`src/hdl/rcp_pkg.sv`:
```
// Types and constants shared by the radar and camera presence controller.
`timescale 1ns / 1ps
package rcp_pkg;

  localparam logic [1:0] MODE_RADAR  = 2'd0;
  localparam logic [1:0] MODE_CAMERA = 2'd1;
  localparam logic [1:0] MODE_GRACE  = 2'd2;

  localparam logic [15:0] WAIT_RADAR_MS  = 16'd50;
  localparam logic [15:0] WAIT_CAMERA_MS = 16'd80;

  localparam int CFG_IDX_W = 8;
  localparam int CFG_DAT_W = 16;

  localparam logic [CFG_IDX_W-1:0] CFG_HOLD_TIME   = 8'd0;
  localparam logic [CFG_IDX_W-1:0] CFG_CONFIRM     = 8'd1;
  localparam logic [CFG_IDX_W-1:0] CFG_LOST        = 8'd2;
  localparam logic [CFG_IDX_W-1:0] CFG_GRACE_DELAY = 8'd3;

  localparam logic [15:0] HOLD_TIME_RST   = 16'd3000;
  localparam logic [7:0]  CONFIRM_RST     = 8'd3;
  localparam logic [7:0]  LOST_RST        = 8'd10;
  localparam logic [15:0] GRACE_DELAY_RST = 16'd1000;

  typedef struct packed {
    logic        radar_presence;
    logic        camera_start_ok;
    logic        person_seen;
    logic [15:0] elapsed_ms;
  } in_t;

  typedef struct packed {
    logic [1:0]  mode;
    logic        radar_power;
    logic        camera_on;
    logic        motion_event;
    logic        camera_error_event;
    logic        person_visible_event;
    logic        person_back_event;
    logic [15:0] wait_ms;
  } out_t;

  typedef struct packed {
    logic [15:0] hold_time_ms;
    logic [7:0]  confirm_frames;
    logic [7:0]  lost_frames;
    logic [15:0] grace_delay_ms;
  } cfg_regs_t;

  typedef struct packed {
    logic [1:0]  mode;
    logic [7:0]  confirm_count;
    logic [7:0]  lost_count;
    logic [15:0] camera_time_ms;
  } state_t;

endpackage

```
`src/hdl/radar_camera_presence_controller.sv`:
```
// Top level of the radar and camera presence controller.
`timescale 1ns / 1ps
// One poll request in gives one result out. A request is captured in an input
// register, resolved in combinational logic against the mode, counters and
// camera timer, and written to an output register. One request per clock is
// taken unless out_ready stalls the output; out_valid rises when the result is
// written to the free output register, which decouples the two sides: a new
// request is taken while an earlier result still waits. Configuration writes
// are taken at any time on their own port; indexes above 3 are ignored.
module radar_camera_presence_controller (
  input  logic                                clk,
  input  logic                                rst_n,
  input  logic                                in_valid,
  output logic                                in_ready,
  input  rcp_pkg::in_t                        in_data,
  output logic                                out_valid,
  input  logic                                out_ready,
  output rcp_pkg::out_t                       out_data,
  input  logic                                cfg_valid,
  output logic                                cfg_ready,
  input  logic [rcp_pkg::CFG_IDX_W-1:0]       cfg_index,
  input  logic [rcp_pkg::CFG_DAT_W-1:0]       cfg_data
);
  import rcp_pkg::*;

  cfg_regs_t cfg_r;
  state_t    state_r;
  state_t    state_nxt;
  in_t       in_r;
  logic      in_valid_r;
  out_t      out_r;
  out_t      out_nxt;
  logic      out_valid_r;
  logic      advance;

  assign advance   = in_valid_r && (!out_valid_r || out_ready);
  assign in_ready  = !in_valid_r || advance;
  assign cfg_ready = 1'b1;
  assign out_valid = out_valid_r;
  assign out_data  = out_r;

  rcp_step u_step (
    .cfg_i   (cfg_r),
    .state_i (state_r),
    .in_i    (in_r),
    .state_o (state_nxt),
    .out_o   (out_nxt)
  );

  always_ff @(posedge clk) begin
    if (!rst_n) begin
      cfg_r.hold_time_ms   <= HOLD_TIME_RST;
      cfg_r.confirm_frames <= CONFIRM_RST;
      cfg_r.lost_frames    <= LOST_RST;
      cfg_r.grace_delay_ms <= GRACE_DELAY_RST;
    end else if (cfg_valid && cfg_ready) begin
      unique case (cfg_index)
        CFG_HOLD_TIME:   cfg_r.hold_time_ms   <= cfg_data;
        CFG_CONFIRM:     cfg_r.confirm_frames <= cfg_data[7:0];
        CFG_LOST:        cfg_r.lost_frames    <= cfg_data[7:0];
        CFG_GRACE_DELAY: cfg_r.grace_delay_ms <= cfg_data;
        default: ;
      endcase
    end
  end

  always_ff @(posedge clk) begin
    if (!rst_n) begin
      state_r     <= '0;
      in_valid_r  <= 1'b0;
      out_valid_r <= 1'b0;
    end else begin
      if (in_ready) begin
        in_valid_r <= in_valid;
      end
      if (advance) begin
        state_r     <= state_nxt;
        out_valid_r <= 1'b1;
      end else if (out_ready) begin
        out_valid_r <= 1'b0;
      end
    end
  end

  always_ff @(posedge clk) begin
    if (in_valid && in_ready) begin
      in_r <= in_data;
    end
    if (advance) begin
      out_r <= out_nxt;
    end
  end

  a_radar_clean: assert property (@(posedge clk) disable iff (!rst_n)
    state_r.mode == MODE_RADAR |-> state_r.confirm_count == 8'd0 &&
      state_r.lost_count == 8'd0 && state_r.camera_time_ms == 16'd0)
    else $error("radar mode with stale counters");

  a_err_needs_motion: assert property (@(posedge clk) disable iff (!rst_n)
    out_valid_r && out_r.camera_error_event |->
      out_r.motion_event && !out_r.camera_on && out_r.mode == MODE_RADAR)
    else $error("camera error without motion or with camera running");

  a_back_to_camera: assert property (@(posedge clk) disable iff (!rst_n)
    out_valid_r && out_r.person_back_event |->
      out_r.mode == MODE_CAMERA && out_r.wait_ms == WAIT_CAMERA_MS)
    else $error("person back event outside return to camera mode");

  a_advance_result: assert property (@(posedge clk) disable iff (!rst_n)
    advance |=> out_valid_r)
    else $error("processed request produced no result");

endmodule

```
`src/hdl/rcp_step.sv`:
```
// Per-poll decision logic: next controller state and result for one request.
`timescale 1ns / 1ps
module rcp_step (
  input  rcp_pkg::cfg_regs_t cfg_i,
  input  rcp_pkg::state_t    state_i,
  input  rcp_pkg::in_t       in_i,
  output rcp_pkg::state_t    state_o,
  output rcp_pkg::out_t      out_o
);
  import rcp_pkg::*;

  logic [16:0] cam_sum;
  logic [15:0] cam_sat;
  logic [7:0]  conf_step;
  logic [7:0]  lost_step;

  always_comb begin
    cam_sum = {1'b0, state_i.camera_time_ms} + {1'b0, in_i.elapsed_ms};
    cam_sat = cam_sum[16] ? 16'hFFFF : cam_sum[15:0];
    if (in_i.person_seen) begin
      conf_step = (state_i.confirm_count == 8'hFF) ? 8'hFF : state_i.confirm_count + 8'd1;
      lost_step = 8'd0;
    end else begin
      conf_step = state_i.confirm_count;
      lost_step = (state_i.lost_count == 8'hFF) ? 8'hFF : state_i.lost_count + 8'd1;
    end
  end

  always_comb begin
    state_o = state_i;
    out_o = '0;
    out_o.wait_ms = WAIT_RADAR_MS;
    unique case (state_i.mode)
      MODE_CAMERA: begin
        state_o.camera_time_ms = cam_sat;
        state_o.lost_count = lost_step;
        state_o.confirm_count = conf_step;
        out_o.camera_on = 1'b1;
        if (conf_step >= cfg_i.confirm_frames) begin
          out_o.person_visible_event = 1'b1;
          state_o.confirm_count = cfg_i.confirm_frames;
        end
        if (!in_i.person_seen && lost_step >= cfg_i.lost_frames &&
            cam_sat >= cfg_i.hold_time_ms) begin
          state_o.mode = MODE_GRACE;
          out_o.wait_ms = cfg_i.grace_delay_ms;
        end else begin
          out_o.wait_ms = WAIT_CAMERA_MS;
        end
      end
      MODE_GRACE: begin
        if (!in_i.person_seen) begin
          state_o = '0;
          state_o.mode = MODE_RADAR;
          out_o.radar_power = 1'b1;
        end else begin
          state_o.camera_time_ms = cam_sat;
          state_o.lost_count = 8'd0;
          state_o.mode = MODE_CAMERA;
          out_o.person_back_event = 1'b1;
          out_o.camera_on = 1'b1;
          out_o.wait_ms = WAIT_CAMERA_MS;
        end
      end
      default: begin
        // radar mode; the unused code falls back to radar
        state_o.mode = MODE_RADAR;
        out_o.radar_power = 1'b1;
        if (in_i.radar_presence) begin
          out_o.motion_event = 1'b1;
          if (in_i.camera_start_ok) begin
            state_o.mode = MODE_CAMERA;
            state_o.confirm_count = 8'd0;
            state_o.lost_count = 8'd0;
            state_o.camera_time_ms = 16'd0;
            out_o.camera_on = 1'b1;
          end else begin
            out_o.camera_error_event = 1'b1;
          end
        end
      end
    endcase
    out_o.mode = state_o.mode;
  end

endmodule
```
`config.mk`:
```
export PLATFORM = sky130hd
export DESIGN_NAME = radar_camera_presence_controller
export DESIGN_NICKNAME = d
export VERILOG_FILES = /design/src/hdl/rcp_pkg.sv /design/src/hdl/radar_camera_presence_controller.sv /design/src/hdl/rcp_step.sv
export SDC_FILE = /design/constraint.sdc
export NUM_CORES = 1
export LEC_CHECK = 0
export BUFFER_PORTS_ARGS = -buffer_cell sky130_fd_sc_hd__buf_2
export CAP_MARGIN = 20
export CORE_MARGIN = 2
export CORE_UTILIZATION = 60
export CTS_CLUSTER_SIZE = 24
export DETAILED_ROUTE_END_ITERATION = 10
export PLACE_DENSITY = 0.8
export SYNTH_ARGS = -nofsm -noshare
export SYNTH_HDL_FRONTEND = slang
export SYNTH_SLANG_ARGS = --single-unit
```
`constraint.sdc`:
```
create_clock -name clk -period 11.8 [get_ports clk]
set_input_delay 1.18 -clock clk [delete_from_list [all_inputs] [get_ports clk]]
set_output_delay 1.18 -clock clk [all_outputs]
set_load 0.005 [all_outputs]
```
==> results of run 1 <==
[registers in the layout (all words and copies together) (netlist names)]
| name | flops |
|---|---|
| cfg_r | 48 |
| in_r | 19 |
| in_valid_r | 1 |
| out_data | 24 |
| out_valid | 1 |
| state_r | 34 |
[placed cells by master, fill, tap and decap left out, types with 8 or more instances in the layout]
cell type | netlist | layout
a22oi_1 | 9 | 9
nor3_1 | 9 | 9
edfxtp_1 | 43 | 43
a21boi_0 | 21 | 21
and3_1 | 8 | 8
clkbuf_16 | 0 | 16
and2_1 | 17 | 17
o21ai_0 | 34 | 34
mux2i_1 | 24 | 24
inv_1 | 40 | 40
o211ai_1 | 13 | 13
nand3_1 | 18 | 18
buf_2 | 1 | 73
a22o_1 | 14 | 14
ha_1 | 52 | 52
o21a_1 | 8 | 8
a21o_1 | 18 | 18
dfxtp_1 | 84 | 84
a21oi_1 | 23 | 23
nor2b_1 | 26 | 25
nand2b_1 | 9 | 9
nor2_1 | 22 | 22
nand2_1 | 97 | 97
[layout make-up]
cell class,count,share of cell area [%]
clock inverter,15,2.161
clock buffer,17,5.418
multi-input combinational,489,44.30
inverter,40,1.964
tap,140,2.292
sequential,127,38.89
timing repair buffer,75,4.976
[power by group]
group,leakage [uW],switching [uW],total [uW],internal [uW]
Sequential,0.00109,3.89,464,460
Combinational,0.00193,31.7,53.5,21.8
Clock,0.000290,222,514,292
[metrics by stage]
stage | cells | instance area [um^2]
after CTS | 902 | 7636
after global routing | 903 | 7644
after global placement | 870 | 7057
final | 903 | 7644
after floorplan | 685 | 6644
after detailed placement | 870 | 7057
[per-layer routing]
metal | vias to the layer above | share of wire (%) | global-route usage (%)
li1 | 2578 | - | -
met1 | 2510 | 43 | 31.47
met2 | 160 | 51 | 45.34
met3 | 22 | 4.6 | 7.173
met4 | 0 | 1.6 | 8.409
met5 | - | 0 | 0
[cells by family (layout without fill, tap and decap cells)]
logic type	after synthesis	in the layout	synth area share, %
XOR/XNOR	13	13	1.714
multiplexers	25	25	3.785
flip-flops	127	127	44.75
AO/OA/AOI/OAI	174	174	18.64
buffers and inverters	69	147	4.331
adder cells (fa/ha/maj)	53	53	10.09
AND/OR/NAND/NOR	223	223	16.63
other	1	1	0.05644
[worst max-delay path by stage]
stage | startpoint | end | slack (ns) | depth (start not counted)
after floorplan | in_r[0] | out_data[0] | 7.62 | 17
after global placement | in_r[0] | out_data[7] | 6.83 | 16
after CTS | in_r[0] | out_data[10] | 6.55 | 16
after detailed placement | in_r[0] | out_data[10] | 6.58 | 16
after global routing | in_r[0] | out_data[8] | 6.29 | 17
final | in_r[0] | out_data[8] | 6.69 | 17
[worst max-delay path, cell delays in order, from the launching register on]
cell      delay, ns
edfxtp_1       0.38
ha_1           0.23
fa_1           0.43
a211oi_2       0.28
nor2_1         0.11
o211a_1        0.28
a31o_4         0.29
a221oi_4       0.55
o21ai_0        0.28
ha_1           0.37
a21o_1         0.19
a21o_1         0.17
a21oi_1        0.19
a211oi_1       0.10
a21oi_1        0.48
nor3_1         0.13
clkbuf_4       0.22
and2_1         0.18
==> impl_results.md, run 1 <==
- Crit path DAT: 5.40 ns
- Initial core utilization: 61.29%
- Cts repair resizes: 0
- Total of max-cap violations: 0
- Post-synth top cells: nand2_1 (97), dfxtp_1 (84), ha_1 (52)
- Pin count of the biggest net entering global routing: 67
- CTS tree: done
- Inserted Diodes: 0
- NumNets Final: 851
- Worst setup SP type: register
- Initial antenna violation count: 0
- Synth area leaders: dfxtp_1 (25%), edfxtp_1 (19%), ha_1 (9.8%), nand2_1 (5.5%), mux2i_1 (3.6%)
- Fill cell count: 788
- Worst Setup End Kind: register
- Die Width: 109.2 um
- Hold depth: 2
- Post-synth EDFFs: 43
- Area of the multi-input gates: 3386 um^2
- Worst slack, placed: 6.581 ns
- Hold slack: 0.4599 ns
- Slew at the pin closest to its max-slew limit: 1.013 ns
- Synthesis-stage register bit count: 127
- Max frequency: 0.1956 GHz
- Setup TNS: 0 ns
- Total power: 1031 uW
- # DRC: 0
- DP Wirelength: 10.69 mm
- Final hold violation count: 0
- Vias post-DR: 5270
- Synthesized netlist net count: 786
- Post-Syn Area: 6644 um^2
- I/O Buffers: 73
- Worst path required time: 12.09 ns
- Top FF cell, synth: dfxtp_1
- RSZ-0062 raised after global routing: no
- YS warnings: 0
- Worst Hold End: cfg_r[38]
- Mapped Cells: 685
- FF+latch area: 2973 um^2
- Gpl congestion: 0.9584
- Syn Area/Cell: 9.699 um^2
- Final worst-path cycle share: 43.33%
- Clock skew: 0.009045 ns
- Post-layout minimum cycle time: 5.113 ns
- Synth area leader: dfxtp_1
- Max FO, Critical Path: 14
- Site row count: 38
- H-Tree Depth: 4
- TritonCTS Sinks: 127
- Root Buffer: clkbuf_8
- Final WS setup: 6.687 ns
- Async set-reset flop share out of synthesis: 0%
- Post-CTS setup buffer count: 0
- Area growth syn-to-layout: 15.05%
- Distinct cells, synth: 59
- Vias in the first global route: 4937
- Status: finished, final reports clean
- Pre-antenna DRT Iters: 6
- LEAKAGE: 0.003305 uW
- Peak VDD IR: 133.1 uV
- Die area: 11930 um^2
- Slew Limit Fails: 0
- CORE AREA: 10840 um^2
- First-pass GRT wire length: 23.65 mm
- Setup Crit Path Kind: reg -> reg
- Final Util: 70.51%
- Power Density: 134.9 nW/um^2
- Sequential share of the synthesized area: 44.75%
- Worst Reg-to-Reg Cells: 17
- Relative slew slack: 32.50%
- Endpoints failing setup: 0
- Drt total wl: 14.79 mm
- FF-to-FF setup slack: 6.69 ns
- HP Class: reg -> reg
- CTS buffer count: 17
- Average routed wire per standard cell: 16.38 um
- # IOs: 75
- Longest Clk Path Bufs: 2
- Vias per cell: 5.836
- Antenna viol nets, final: 0
- Share of cells above drive strength 1: 16.12%
- Reg-to-Reg Start: in_r[0]
- First DRT Iteration DRCs: 345
- Die H: 109.2 um
- Worst-path clk slew: 0.06 ns
- Clk Latency, worst-skew pair: 0.54 ns
- Top cell type's share of synthesized area: 25.31%
- All-Layer GR Usage: 26.16%
- Count leader, synth: nand2_1
- Hold Crit Start: cfg_r[38]
- FF-to-FF End: out_data[8]
- GR Overflow Total: 0
- # hold bufs at CTS: 0
Note: power is estimated with default switching activity, not from simulation.
==> run 2: changes to the inputs <==
CORE_UTILIZATION = 59   (was 60)
PLACE_DENSITY = 0.79   (was 0.8)
clock period = 5.2 ns   (was 11.8 ns; I/O delays follow)
==> impl_results.md, run 2 (synthesized netlist as in run 1, its figures left out) <==
- Antenna viol nets, final: 0
- H-Tree Depth: 4
- Slew Limit Fails: 0
- HP Class: in -> reg
- Setup Crit Path Kind: reg -> reg
- TritonCTS Sinks: 127
- Worst Setup End Kind: register
- Worst Reg-to-Reg Cells: 17
- Switching share of power: 23.54%
- Power Density: 306.5 nW/um^2
- Cell depth of the worst setup path: 17
- Total of max-cap violations: 0
- Pin count of the biggest net entering global routing: 67
- All-Layer GR Usage: 26.25%
- Pre-antenna DRT Iters: 5
- LEAKAGE: 0.003312 uW
- Root Buffer: clkbuf_16
- Post-layout minimum cycle time: 4.855 ns
- RSZ-0062 raised after global routing: no
- Max frequency: 0.2060 GHz
- Area growth syn-to-layout: 15.37%
- Endpoints failing setup: 0
- Final worst-path cycle share: 93.37%
- DP Wirelength: 10.58 mm
- Die Width: 110.1 um
- Initial core utilization: 60.76%
- Crit path buffers/inverters: 1
- Post-CTS setup buffer count: 0
- # hold bufs at CTS: 0
- CORE AREA: 10940 um^2
- Gpl congestion: 0.9208
- Slew at the pin closest to its max-slew limit: 1.033 ns
- Status: finished, final reports clean
- Internal power: 1796 uW
- CTS buffer count: 17
- Initial antenna violation count: 0
- # DRC: 0
- Setup TNS: 0 ns
- Clock skew: 0.005988 ns
- Crit path DAT: 5.04 ns
- Vias in the first global route: 5086
- First-pass GRT wire length: 24.16 mm
- Inserted Diodes: 0
- Max FFs per register: 48
- Logic pwr share: 5.1%
- Longest Clk Path Bufs: 2
- Sw power: 553.0 uW
- Max FO, Critical Path: 12
- Die H: 110.1 um
- Relative slew slack: 31.14%
- Commonest non-fill, non-tap cell in the layout: nand2_1
- Hold slack: 0.2627 ns
- # IOs: 75
- First DRT Iteration DRCs: 458
- Clock power frac: 50.0%
- Clk Latency, worst-skew pair: 0.43 ns
- CP cell instances: ha_1 > fa_1 > a211oi_2 > nor2_1 > o211a_1 > a31o_4 > a221o_1 > nor2_1 > ha_1 > nand2b_1 > a21o_1 > a211oi_1 > o211ai_1 > a21oi_1 > nor3_1 > clkbuf_4 > and2_1
- Share of cells above drive strength 1: 16.23%
- Flop pwr share: 44.8%
- Vias per cell: 5.831
- Peak VDD IR: 257.0 uV
- I/O Buffers: 73
- Worst setup SP type: register
- Site row count: 38
- CTS tree: done
- Worst-path clk slew: 0.06 ns
- NumNets Final: 852
- Commonest non-fill, non-tap cells in the layout: nand2_1 (97), dfxtp_1 (84), buf_2 (73)
- Die area: 12130 um^2
- Cts repair resizes: 0
- Slowest-stage cell, CP: fa_1
- GR Overflow Total: 0
- Worst path max stage delay: 0.45 ns
- Family with the most delay on the worst path: compound AO/OA/AOI/OAI gates
- Average routed wire per standard cell: 16.43 um
- Vias post-DR: 5271
- Most flops, register: cfg_r
- Hold depth: 1
- Worst path required time: 5.38 ns
- Final hold violation count: 0
- Drt total wl: 14.85 mm
run 2: per-stage QoR:
step / utilization [%] / setup WS [ns] / total power, uW / cell area, um^2 / instances
global placement: 64.60 / 0.5459 / 1188 / 7064 / 871
global route: 70.09 / 0.05389 / 2421 / 7665 / 904
CTS: 70.02 / 0.1769 / 2353 / 7657 / 903
detailed placement: 64.60 / 0.2745 / 1193 / 7064 / 871
finish: 70.09 / 0.3450 / 2349 / 7665 / 904
floorplan: - / 1.021 / 1142 / 6644 / 685
run 2: worst reg2reg max path, delay by kind of cell, from the launching register on:
kind            cells  cell delay, ns
fa+ha+maj           3            0.96
flops               1            0.37
simple gates        5            0.75
compound gates      8            2.33
buf+inv             1            0.22
run 2: final cells by class:
cell class	count	area [um^2]
multi-input cells	489	3386
fillers	835	3271
flip-flops and latches	127	2973
clock buffers	21	503.0
repair buffers	76	387.9
well taps	140	175.2
inverters	40	150.1
clock inverters	11	90.09
run 2: per-layer routing:
metal	up-vias	track usage, %	wire [um]	part of all wire [%]
met5	-	0	0	0
met4	0	11.88	404	2.7
met3	38	5.644	832	5.6
met2	167	43.95	7136	48
met1	2486	32.51	6477	44
li1	2580	-	-	-
run 2: final timing paths:
check             slack, ns        start     endpoint
setup / recovery       0.35      in_r[0]  out_data[7]
hold / removal         0.26  in_data[15]     in_r[15]
setup reg to reg       0.35      in_r[0]  out_data[7]
hold reg to reg        0.46    cfg_r[38]    cfg_r[38]
run 2: power groups by stage:
| stage | clock (uW) | sequential (uW) | combinational [uW] |
|---|---|---|---|
| after global routing | 1230 | 1050 | 134 |
| after CTS | 1180 | 1050 | 120 |
| final | 1180 | 1050 | 121 |
| after floorplan | 0 | 1070 | 70.7 |
| after global placement | 0 | 1070 | 114 |
| after detailed placement | 0 | 1070 | 119 |
==> run 3: changes to the inputs <==
CORE_UTILIZATION = 60   (was 59)
CTS_BUF_LIST = sky130_fd_sc_hd__clkbuf_4   (was unset)
PLACE_DENSITY = 0.8   (was 0.79)
==> impl_results.md, run 3 (synthesized netlist as in run 1, its figures left out) <==
- Pre-antenna DRT Iters: 6
- Clock skew: 0.02712 ns
- Crit path DAT: 5.19 ns
- Root Buffer: clkbuf_4
- Max frequency: 0.2055 GHz
- Setup Crit Path Kind: reg -> reg
- # hold bufs at CTS: 0
- CORE AREA: 10840 um^2
- NumNets Final: 853
- Die area: 11930 um^2
- GR Overflow Total: 0
- Average routed wire per standard cell: 16.10 um
- Clk Latency, worst-skew pair: 0.57 ns
- Relative slew slack: 40.39%
- Slew at the pin closest to its max-slew limit: 0.8942 ns
- Status: finished, final reports clean
- Final hold violation count: 0
- Final worst-path cycle share: 93.57%
- # IOs: 75
- Post-CTS setup buffer count: 0
- Longest Clk Path Bufs: 2
- Drt total wl: 14.57 mm
- Critical path launch point: in_r[0]
- Worst Reg-to-Reg Cells: 17
- Worst-path clk slew: 0.13 ns
- Cts repair resizes: 0
- Max FO, Critical Path: 12
- Site row count: 38
- Vias post-DR: 5249
- Area growth syn-to-layout: 10.73%
- Worst Setup End Kind: register
- Gpl congestion: 0.9492
- Hold depth: 1
- DP Wirelength: 10.70 mm
- DP Cell Count: 872
- Commonest non-fill, non-tap cells in the layout: nand2_1 (97), dfxtp_1 (84), buf_2 (73)
- Power Density: 250.8 nW/um^2
- All-Layer GR Usage: 25.82%
- Crit path buffers/inverters: 1
- Family with the most delay on the worst path: compound AO/OA/AOI/OAI gates
- Critical Path Sink: out_data[13]
- HP Class: in -> reg
- LEAKAGE: 0.003178 uW
- Worst path required time: 5.53 ns
- FF-to-FF End: out_data[13]
- CP cell instances: ha_1 > fa_1 > a211oi_2 > nor2_1 > o211a_1 > a31o_4 > a221oi_4 > o21ai_0 > ha_1 > a21o_1 > a21o_1 > a21oi_1 > a211oi_1 > a21oi_1 > nor3_1 > clkbuf_4 > and2_1
- I/O Buffers: 73
- Pin count of the biggest net entering global routing: 67
- Vias in the first global route: 5129
- Reg-to-Reg Start: in_r[0]
- Max FFs per register: 48
- Worst path max stage delay: 0.50 ns
- Share of cells above drive strength 1: 16.21%
- # DRC: 0
- Final instance count without filler cells: 905
- Worst slack, placed: 0.2405 ns
- Die H: 109.2 um
- Worst setup SP type: register
- First DRT Iteration DRCs: 397
- CTS tree: done
- Endpoints failing setup: 0
- Final WS setup: 0.3342 ns
- Slowest-stage cell, CP: a21oi_1
- Initial core utilization: 61.29%
- Total of max-cap violations: 0
- Peak VDD IR: 171.0 uV
- Cell depth of the worst setup path: 17
- Antenna viol nets, final: 0
- Post-layout minimum cycle time: 4.866 ns
- Inserted Diodes: 0
- Most flops, register: cfg_r
- RSZ-0062 raised after global routing: no
- CTS buffer count: 17
- Vias per cell: 5.800
- TritonCTS Sinks: 127
- Setup TNS: 0 ns
- Commonest non-fill, non-tap cell in the layout: nand2_1
- First-pass GRT wire length: 23.53 mm
- H-Tree Depth: 4
- Die Width: 109.2 um
- Slew Limit Fails: 0
- FF-to-FF setup slack: 0.33 ns
- Initial antenna violation count: 0
## run 3: through the flow
step,utilization (%),power (uW),area [um^2],hold WS [ns]
global placement,65.24,1189,7072,0.4469
finish,67.87,1845,7357,0.1188
detailed placement,65.24,1194,7072,0.4517
floorplan,-,1142,6644,0.4315
global route,67.87,1913,7357,0.07989
CTS,67.80,1855,7350,0.09184
## run 3: final cells by class
class / instances / area [um^2]
Clock buffer: 17 / 127.6
Clock inverter: 15 / 150.1
Fill cell: 896 / 3483
Inverter: 40 / 150.1
Multi-Input combinational cell: 489 / 3386
Sequential cell: 127 / 2973
Tap cell: 140 / 175.2
Timing Repair Buffer: 77 / 395.4
## run 3: worst min-delay path by stage
| stage | end | startpoint |
|---|---|---|
| detailed placement | cfg_r[3] | cfg_r[3] |
| global route | in_r[2] | in_data[2] |
| CTS | in_r[14] | in_data[14] |
| finish | in_r[14] | in_data[14] |
| global placement | cfg_r[38] | cfg_r[38] |
| floorplan | state_r[0] | state_r[0] |
## run 3: layer usage
layer	vias to the layer above	routed length (um)	global-route usage [%]
met2	134	7292	44.99
met4	0	246	9.042
met3	22	631	6.934
met5	-	0	0
met1	2507	6400	30.68
li1	2586	-	-
## run 3: worst reg2reg max path, delay by kind of cell, from the launching register on
kind            cells  cell delay (ns)
fa+ha+maj           3             1.01
buf+inv             1             0.22
simple gates        3             0.41
compound gates     10             2.58
flops               1             0.40
## run 3: where the power goes
group | internal (uW) | total [uW] | leakage, uW | switching, uW
clock | 252 | 673 | 0.000154 | 421
combinational | 49.7 | 120 | 0.00194 | 70.6
sequential | 1040 | 1050 | 0.00109 | 8.58
